File: src/sv/i2cms_pkg.sv
// shared types and constants for the i2c master pin sequencer
// no dependencies
`default_nettype none

package i2cms_pkg;

    localparam int CMD_DEPTH_DEF = 4;
    localparam int REQ_W = 3;
    localparam int BYTE_W = 8;

    typedef enum logic [REQ_W-1:0] {
        CMD_START     = 3'd0,
        CMD_STOP      = 3'd1,
        CMD_SEND_BYTE = 3'd2,
        CMD_RECV_BYTE = 3'd3,
        CMD_SEND_ACK  = 3'd4,
        CMD_RECV_ACK  = 3'd5
    } cmd_kind_t;

    // classified command as queued between front and back
    typedef struct packed {
        cmd_kind_t         kind;
        logic [BYTE_W-1:0] data;
    } cmd_t;

endpackage

`default_nettype wire

File: src/sv/i2cms_cmd_fifo.sv
// short command queue between the front and back ends
// depends on i2cms_pkg
`default_nettype none

module i2cms_cmd_fifo #(
    parameter int DEPTH = i2cms_pkg::CMD_DEPTH_DEF
) (
    input  wire               clk,
    input  wire               rst_n,
    input  wire               wr_en,
    input  i2cms_pkg::cmd_t   wr_data,
    output logic              full,
    input  wire               rd_en,
    output i2cms_pkg::cmd_t   rd_data,
    output logic              empty
);
    import i2cms_pkg::*;

    localparam int AW = (DEPTH > 1) ? $clog2(DEPTH) : 1;
    localparam int CW = $clog2(DEPTH + 1);
    localparam logic [AW-1:0] LAST_IDX = AW'(DEPTH - 1);
    localparam logic [CW-1:0] FULL_CNT = CW'(DEPTH);

    cmd_t            mem_reg [DEPTH];
    logic [AW-1:0]   wr_ptr_reg, wr_ptr_next;
    logic [AW-1:0]   rd_ptr_reg, rd_ptr_next;
    logic [CW-1:0]   count_reg, count_next;
    logic            do_wr, do_rd;

    assign full    = (count_reg == FULL_CNT);
    assign empty   = (count_reg == '0);
    assign rd_data = mem_reg[rd_ptr_reg];
    assign do_wr   = wr_en && !full;
    assign do_rd   = rd_en && !empty;

    always_comb
    begin
        wr_ptr_next = wr_ptr_reg;
        rd_ptr_next = rd_ptr_reg;
        count_next  = count_reg;
        if (do_wr)
        begin
            wr_ptr_next = (wr_ptr_reg == LAST_IDX) ? '0 : wr_ptr_reg + 1'b1;
        end
        if (do_rd)
        begin
            rd_ptr_next = (rd_ptr_reg == LAST_IDX) ? '0 : rd_ptr_reg + 1'b1;
        end
        if (do_wr && !do_rd)
        begin
            count_next = count_reg + 1'b1;
        end
        else if (do_rd && !do_wr)
        begin
            count_next = count_reg - 1'b1;
        end
    end

    always_ff @(posedge clk or negedge rst_n)
    begin
        if (!rst_n)
        begin
            wr_ptr_reg <= '0;
            rd_ptr_reg <= '0;
            count_reg  <= '0;
        end
        else
        begin
            wr_ptr_reg <= wr_ptr_next;
            rd_ptr_reg <= rd_ptr_next;
            count_reg  <= count_next;
        end
    end

    always_ff @(posedge clk)
    begin
        if (do_wr)
        begin
            mem_reg[wr_ptr_reg] <= wr_data;
        end
    end

endmodule

`default_nettype wire

File: src/sv/i2cms_front.sv
// front end: accepts bus commands and classifies them for the queue
// depends on i2cms_pkg
`default_nettype none

module i2cms_front (
    input  wire                            push,
    output logic                           full,
    input  wire  [i2cms_pkg::REQ_W-1:0]    req_type,
    input  wire  [i2cms_pkg::BYTE_W-1:0]   tx_byte,
    input  wire                            ack_bit,
    input  wire  [i2cms_pkg::BYTE_W-1:0]   rx_line_bits,
    output logic                           cmd_wr_en,
    output i2cms_pkg::cmd_t                cmd_wr_data,
    input  wire                            cmd_full
);
    import i2cms_pkg::*;

    logic known;

    assign full = cmd_full;

    always_comb
    begin
        known            = 1'b1;
        cmd_wr_data.kind = cmd_kind_t'(req_type);
        cmd_wr_data.data = '0;
        case (req_type)
            CMD_START, CMD_STOP:
            begin
                cmd_wr_data.data = '0;
            end
            CMD_SEND_BYTE:
            begin
                cmd_wr_data.data = tx_byte;
            end
            CMD_RECV_BYTE:
            begin
                cmd_wr_data.data = rx_line_bits;
            end
            CMD_SEND_ACK:
            begin
                cmd_wr_data.data = {{(BYTE_W-1){1'b0}}, ack_bit};
            end
            CMD_RECV_ACK:
            begin
                cmd_wr_data.data = {{(BYTE_W-1){1'b0}}, rx_line_bits[0]};
            end
            default:
            begin
                // unused codes make no pin writes and are dropped
                known            = 1'b0;
                cmd_wr_data.kind = CMD_START;
            end
        endcase
    end

    assign cmd_wr_en = push && !cmd_full && known;

endmodule

`default_nettype wire

File: src/sv/i2cms_back.sv
// back end: steps through the pin writes of each queued command
// depends on i2cms_pkg; result register feeds the output queue ports
`default_nettype none

module i2cms_back (
    input  wire                            clk,
    input  wire                            rst_n,
    input  i2cms_pkg::cmd_t                cmd_rd_data,
    input  wire                            cmd_empty,
    output logic                           cmd_rd_en,
    output logic                           empty,
    input  wire                            pop,
    output logic                           scl_level,
    output logic                           sda_level,
    output logic                           last,
    output logic [i2cms_pkg::BYTE_W-1:0]   rx_value
);
    import i2cms_pkg::*;

    logic                busy_reg, busy_next;
    cmd_kind_t           kind_reg, kind_next;
    logic [BYTE_W-1:0]   data_reg, data_next;
    logic [2:0]          bit_reg, bit_next;
    logic [1:0]          phase_reg, phase_next;
    logic                scl_reg, scl_next;
    logic                sda_reg, sda_next;
    logic                out_valid_reg, out_valid_next;
    logic                out_scl_reg, out_scl_next;
    logic                out_sda_reg, out_sda_next;
    logic                out_last_reg, out_last_next;
    logic [BYTE_W-1:0]   out_rx_reg, out_rx_next;

    logic                advance;
    logic                step_scl, step_sda, step_last, step_fall;
    logic [BYTE_W-1:0]   step_rx;
    logic [1:0]          step_phase;

    assign advance   = busy_reg && (!out_valid_reg || pop);
    assign cmd_rd_en = !cmd_empty && (!busy_reg || (advance && step_last));

    // pin write for the current step
    always_comb
    begin
        step_scl   = scl_reg;
        step_sda   = sda_reg;
        step_last  = 1'b0;
        step_fall  = 1'b0;
        step_rx    = '0;
        step_phase = phase_reg + 1'b1;
        case (kind_reg)
            CMD_START:
            begin
                case (phase_reg)
                    2'd0:    step_sda = 1'b1;
                    2'd1:    step_scl = 1'b1;
                    2'd2:    step_sda = 1'b0;
                    default:
                    begin
                        step_scl  = 1'b0;
                        step_last = 1'b1;
                    end
                endcase
            end
            CMD_STOP:
            begin
                case (phase_reg)
                    2'd0:    step_sda = 1'b0;
                    2'd1:    step_scl = 1'b1;
                    default:
                    begin
                        step_sda  = 1'b1;
                        step_last = 1'b1;
                    end
                endcase
            end
            CMD_SEND_BYTE, CMD_RECV_BYTE:
            begin
                case (phase_reg)
                    2'd0:
                    begin
                        step_sda = (kind_reg == CMD_SEND_BYTE) ? data_reg[BYTE_W-1] : 1'b1;
                    end
                    2'd1:    step_scl = 1'b1;
                    default:
                    begin
                        step_scl   = 1'b0;
                        step_fall  = 1'b1;
                        step_last  = (bit_reg == 3'd7);
                        step_phase = (kind_reg == CMD_SEND_BYTE) ? 2'd0 : 2'd1;
                        if (kind_reg == CMD_RECV_BYTE && step_last)
                        begin
                            step_rx = data_reg;
                        end
                    end
                endcase
            end
            default:
            begin
                // send ack and receive ack
                case (phase_reg)
                    2'd0:
                    begin
                        step_sda = (kind_reg == CMD_SEND_ACK) ? data_reg[0] : 1'b1;
                    end
                    2'd1:    step_scl = 1'b1;
                    default:
                    begin
                        step_scl  = 1'b0;
                        step_last = 1'b1;
                        if (kind_reg == CMD_RECV_ACK)
                        begin
                            step_rx = data_reg;
                        end
                    end
                endcase
            end
        endcase
    end

    always_comb
    begin
        busy_next      = busy_reg;
        kind_next      = kind_reg;
        data_next      = data_reg;
        bit_next       = bit_reg;
        phase_next     = phase_reg;
        scl_next       = scl_reg;
        sda_next       = sda_reg;
        out_valid_next = out_valid_reg && !pop;
        out_scl_next   = out_scl_reg;
        out_sda_next   = out_sda_reg;
        out_last_next  = out_last_reg;
        out_rx_next    = out_rx_reg;
        if (advance)
        begin
            out_valid_next = 1'b1;
            out_scl_next   = step_scl;
            out_sda_next   = step_sda;
            out_last_next  = step_last;
            out_rx_next    = step_rx;
            scl_next       = step_scl;
            sda_next       = step_sda;
            phase_next     = step_phase;
            if (step_fall)
            begin
                bit_next = bit_reg + 1'b1;
                if (kind_reg == CMD_SEND_BYTE)
                begin
                    data_next = {data_reg[BYTE_W-2:0], 1'b0};
                end
            end
            if (step_last)
            begin
                busy_next = 1'b0;
            end
        end
        if (cmd_rd_en)
        begin
            busy_next  = 1'b1;
            kind_next  = cmd_rd_data.kind;
            data_next  = cmd_rd_data.data;
            bit_next   = '0;
            phase_next = '0;
        end
    end

    always_ff @(posedge clk or negedge rst_n)
    begin
        if (!rst_n)
        begin
            busy_reg      <= 1'b0;
            kind_reg      <= CMD_START;
            data_reg      <= '0;
            bit_reg       <= '0;
            phase_reg     <= '0;
            scl_reg       <= 1'b1;
            sda_reg       <= 1'b1;
            out_valid_reg <= 1'b0;
            out_scl_reg   <= 1'b1;
            out_sda_reg   <= 1'b1;
            out_last_reg  <= 1'b0;
            out_rx_reg    <= '0;
        end
        else
        begin
            busy_reg      <= busy_next;
            kind_reg      <= kind_next;
            data_reg      <= data_next;
            bit_reg       <= bit_next;
            phase_reg     <= phase_next;
            scl_reg       <= scl_next;
            sda_reg       <= sda_next;
            out_valid_reg <= out_valid_next;
            out_scl_reg   <= out_scl_next;
            out_sda_reg   <= out_sda_next;
            out_last_reg  <= out_last_next;
            out_rx_reg    <= out_rx_next;
        end
    end

    assign empty     = !out_valid_reg;
    assign scl_level = out_scl_reg;
    assign sda_level = out_sda_reg;
    assign last      = out_last_reg;
    assign rx_value  = out_rx_reg;

endmodule

`default_nettype wire

File: src/sv/i2c_master_pin_sequencer.sv
// top level of the i2c master pin sequencer
// depends on i2cms_pkg, i2cms_front, i2cms_cmd_fifo, i2cms_back
//
// channel   direction  handshake           payload
// command   in         push / full         req_type, tx_byte, ack_bit, rx_line_bits
// pin write out        pop / empty         scl_level, sda_level, last, rx_value
//
// one pin write per cycle unless a held result stalls it; the back end sequencer
// sets the rate and steps every command kind through its own pin writes
// a command queue of CMD_DEPTH entries lets commands arrive while one runs
// a taken command passes through the queue and the back end state registers before its first pin write is registered
// reset releases both lines high and empties queue and result register
// a held result stalls the sequencer; full rises once the queue fills up
// unused codes are dropped on entry
`default_nettype none

module i2c_master_pin_sequencer #(
    parameter int CMD_DEPTH = i2cms_pkg::CMD_DEPTH_DEF
) (
    input  wire                            clk,
    input  wire                            rst_n,
    input  wire                            push,
    output logic                           full,
    input  wire  [i2cms_pkg::REQ_W-1:0]    req_type,
    input  wire  [i2cms_pkg::BYTE_W-1:0]   tx_byte,
    input  wire                            ack_bit,
    input  wire  [i2cms_pkg::BYTE_W-1:0]   rx_line_bits,
    output logic                           empty,
    input  wire                            pop,
    output logic                           scl_level,
    output logic                           sda_level,
    output logic                           last,
    output logic [i2cms_pkg::BYTE_W-1:0]   rx_value
);
    import i2cms_pkg::*;

    cmd_t cmd_wr_data;
    cmd_t cmd_rd_data;
    logic cmd_wr_en;
    logic cmd_full;
    logic cmd_rd_en;
    logic cmd_empty;

    i2cms_front u_front (
        .push         (push),
        .full         (full),
        .req_type     (req_type),
        .tx_byte      (tx_byte),
        .ack_bit      (ack_bit),
        .rx_line_bits (rx_line_bits),
        .cmd_wr_en    (cmd_wr_en),
        .cmd_wr_data  (cmd_wr_data),
        .cmd_full     (cmd_full)
    );

    i2cms_cmd_fifo #(
        .DEPTH (CMD_DEPTH)
    ) u_cmd_fifo (
        .clk     (clk),
        .rst_n   (rst_n),
        .wr_en   (cmd_wr_en),
        .wr_data (cmd_wr_data),
        .full    (cmd_full),
        .rd_en   (cmd_rd_en),
        .rd_data (cmd_rd_data),
        .empty   (cmd_empty)
    );

    i2cms_back u_back (
        .clk         (clk),
        .rst_n       (rst_n),
        .cmd_rd_data (cmd_rd_data),
        .cmd_empty   (cmd_empty),
        .cmd_rd_en   (cmd_rd_en),
        .empty       (empty),
        .pop         (pop),
        .scl_level   (scl_level),
        .sda_level   (sda_level),
        .last        (last),
        .rx_value    (rx_value)
    );

endmodule

`default_nettype wire

File: config.mk
export PLATFORM = sky130hd
export DESIGN_NAME = i2c_master_pin_sequencer
export DESIGN_NICKNAME = d
export VERILOG_FILES = /design/src/sv/i2cms_pkg.sv /design/src/sv/i2cms_cmd_fifo.sv /design/src/sv/i2cms_front.sv /design/src/sv/i2cms_back.sv /design/src/sv/i2c_master_pin_sequencer.sv
export SDC_FILE = /design/constraint.sdc
export NUM_CORES = 1
export LEC_CHECK = 0
export BUFFER_PORTS_ARGS = -buffer_cell sky130_fd_sc_hd__buf_2
export CELL_PAD_IN_SITES_DETAIL_PLACEMENT = 1
export CELL_PAD_IN_SITES_GLOBAL_PLACEMENT = 1
export CORE_ASPECT_RATIO = 0.75
export CORE_MARGIN = 1.5
export CORE_UTILIZATION = 27
export CTS_CLUSTER_DIAMETER = 200
export DETAILED_ROUTE_END_ITERATION = 8
export MAX_ROUTING_LAYER = met4
export PLACE_DENSITY = 0.53
export REMOVE_ABC_BUFFERS = 1
export SYNTH_ARGS = -nofsm -noshare
export SYNTH_HDL_FRONTEND = slang
export SYNTH_SLANG_ARGS = --single-unit
File: constraint.sdc
create_clock -name clk -period 4.16 [get_ports clk]
set_input_delay 1.248 -clock clk [delete_from_list [all_inputs] [get_ports clk]]
set_output_delay 1.248 -clock clk [all_outputs]
set_load 0.05 [all_outputs]
==> flow_summary.ini <==
[outcome]
outcome = finished, final reports clean

[routing]
drtAntennaViolNets = 0
via_per_inst = 4.47
first_pass_iters = 4
routed_wl_um = 7370
first_iter_violations = 82
vias = 2067
avgRoutedWirePerCell_um = 16.0
drc = 0

[grt]
grt_max_degree = 37
overflow = 0
grt_pass1_vias = 2211
grt_usage_pct = 11.9
antenna_found_initial = 0
grt_pass1_wl_um = 12300

[place]
preCtsSetupSlack_ns = 0.640
post-dp-hpwl_um = 5180
place.gp.congestion = 0.715
numPortBuffers = 36
place_area_um2 = 4020
placed_cells = 446

[final_layout]
diodes = 0
fill_cells = 1418
layout-drive-gt1-share_pct = 31.6
area_delta_synth_final_pct = 17.4
largest_reg_flops = 44
fin_cells = 462
final_cell_area_um2 = 4310
layout.nets = 324

[logic_synthesis]
synth.top_cell.area_share_pct = 36.0
async_flop_share_pct = 45.0
synth.area.top_cells = edfxtp_1 36%, dfrtp_1 23%, mux4_2 6.7%
synth-edff-count = 44
synthCells = 248
netlist.top_cell.by_area = edfxtp_1
yosys.cell_count.top_type = edfxtp_1
ys_ff_latch = 80
synth_area_um2 = 3670
yosysWarnings = 0
ys_seq_area_share_pct = 60.5
synth_common_cells = 44 x edfxtp_1, 34 x dfrtp_1, 20 x nor2_1
avgSynthCellArea_um2 = 14.8
synth_ff_type = edfxtp_1
synth_cell_types = 44

[clocking]
post_cts_buffers = 0
cts_tree = built
clock-sinks = 80
clk_pin_slew_ns = 0.06
cts_buffers = 9
htree_levels = 3
cts_resized = 0
ctsHoldBuffers = 0
cts_root_buffer = clkbuf_16
clock_path_buffers = 2
clk_latency_ns = 0.33

[timing]
setup_ws_ns = 0.947
finalCritPeriodShare_pct = 77.2
tns_ns = 0
setup_viol = 0
period_minus_slack_ns = 3.21
worst_pin_slew_ns = 0.835
rsz0062_at_grt = false
finClkSkew_ns = 0.00509
slew_headroom_pct = 44.3
hold_violations = 0
clock.fmax_mhz = 311
final-max-slew-violation-count = 0

[floorplanning]
row_count = 36
fp.coreArea_um2 = 13200
die_area_um2 = 14300
dieHeight_um = 104
initial_utilization_pct = 27.9
ios = 37
fp.dieW_um = 138

[hold_path]
hp-start = u_back.last
whs_path_depth = 1
min_path_type = reg2reg

[job]
maxCapViolCount = 0

[critical_path]
cp-start-kind = input pin
crit_type = in2reg
crit_required_ns = 4.42
cp.arrival_ns = 3.47
critPathCaptureType = register
reg2regPathDepth = 11
crit_start = pop
critPathMaxFanout = 11
r2r-start = u_back.phase_reg[1]

[pwr]
p_leak_nw = 1.81
ir_worst_vdd_v = 0.000321
p_per_area_nw_per_um2 = 737
total_power_mw = 3.18
## final cells by class
type / count / area, µm² / area share, %
tap: 171 / 214 / 4.96
sequential: 80 / 2220 / 51.6
inverter: 15 / 56.3 / 1.31
multi-input combinational: 144 / 1340 / 31.1
clock inverter: 6 / 66.3 / 1.54
timing repair buffer: 36 / 180 / 4.18
clock buffer: 10 / 229 / 5.31
## stage by stage
step / hold WS (ns) / util [%]
after floorplan: 0.457 / -
after global placement: 0.460 / 30.5
after detailed placement: 0.479 / 30.5
after CTS: 0.489 / 32.8
after global routing: 0.513 / 32.8
final: 0.483 / 32.8
## worst paths after layout
path | to | slack, ns
max | u_cmd_fifo.count_reg[2] | 0.95
min | u_back.last | 0.48
max reg2reg | u_cmd_fifo.count_reg[2] | 1.10
min reg2reg | u_back.last | 0.48
max in group asynchronous | u_back.data_reg[4] | 2.62
min in group asynchronous | u_back.last | 1.01
## power by group
group / internal [mW] / switching [mW]
clock network: 0.468 / 0.317
registers: 1.06 / 0.217
logic: 0.534 / 0.581
## cell usage in the layout (no fill, tap or decap), types with 2 or more instances in the layout
master	count
a21oi_1	5
mux4_2	11
dfstp_2	2
inv_6	2
nor2b_1	4
o21ai_0	3
nand2_1	7
nor2_1	20
a22o_1	8
edfxtp_1	44
xnor2_1	2
ha_1	13
o22ai_1	4
and2_1	6
buf_2	36
and3_1	2
mux2_2	17
xor2_1	2
nand2b_1	3
nor3b_1	2
inv_1	14
mux2i_1	12
a311o_1	2
dfrtp_1	34
mux2_4	5
clkbuf_16	9
## layer usage
layer,up-vias,routed length [µm],GRT usage [%]
li1,992,-,-
met1,1022,3850,17.1
met4,0,113,4.24
met2,43,3120,15.9
met3,10,288,3.51
met5,-,0,-
## critical path, stage by stage
cell and delay [ns]:
buf_2 0.07, nand2b_1 0.22, nor3b_1 0.24, a31o_2 0.41
inv_2 0.19, ha_1 0.26, fa_1 0.39, xnor2_1 0.14
nor2_1 0.14, xor2_1 0.16
## cells by family after synthesis
| group | count (synthesis) | synth area share (%) |
|---|---|---|
| AO/OA/AOI/OAI | 30 | 6.06 |
| adder cells (fa/ha/maj) | 14 | 4.97 |
| XOR/XNOR | 4 | 0.954 |
| multiplexers | 45 | 17.3 |
| AND/OR/NAND/NOR | 51 | 7.29 |
| buffers and inverters | 24 | 2.93 |
| flip-flops | 80 | 60.5 |
Power figures use the tool's default switching activity.
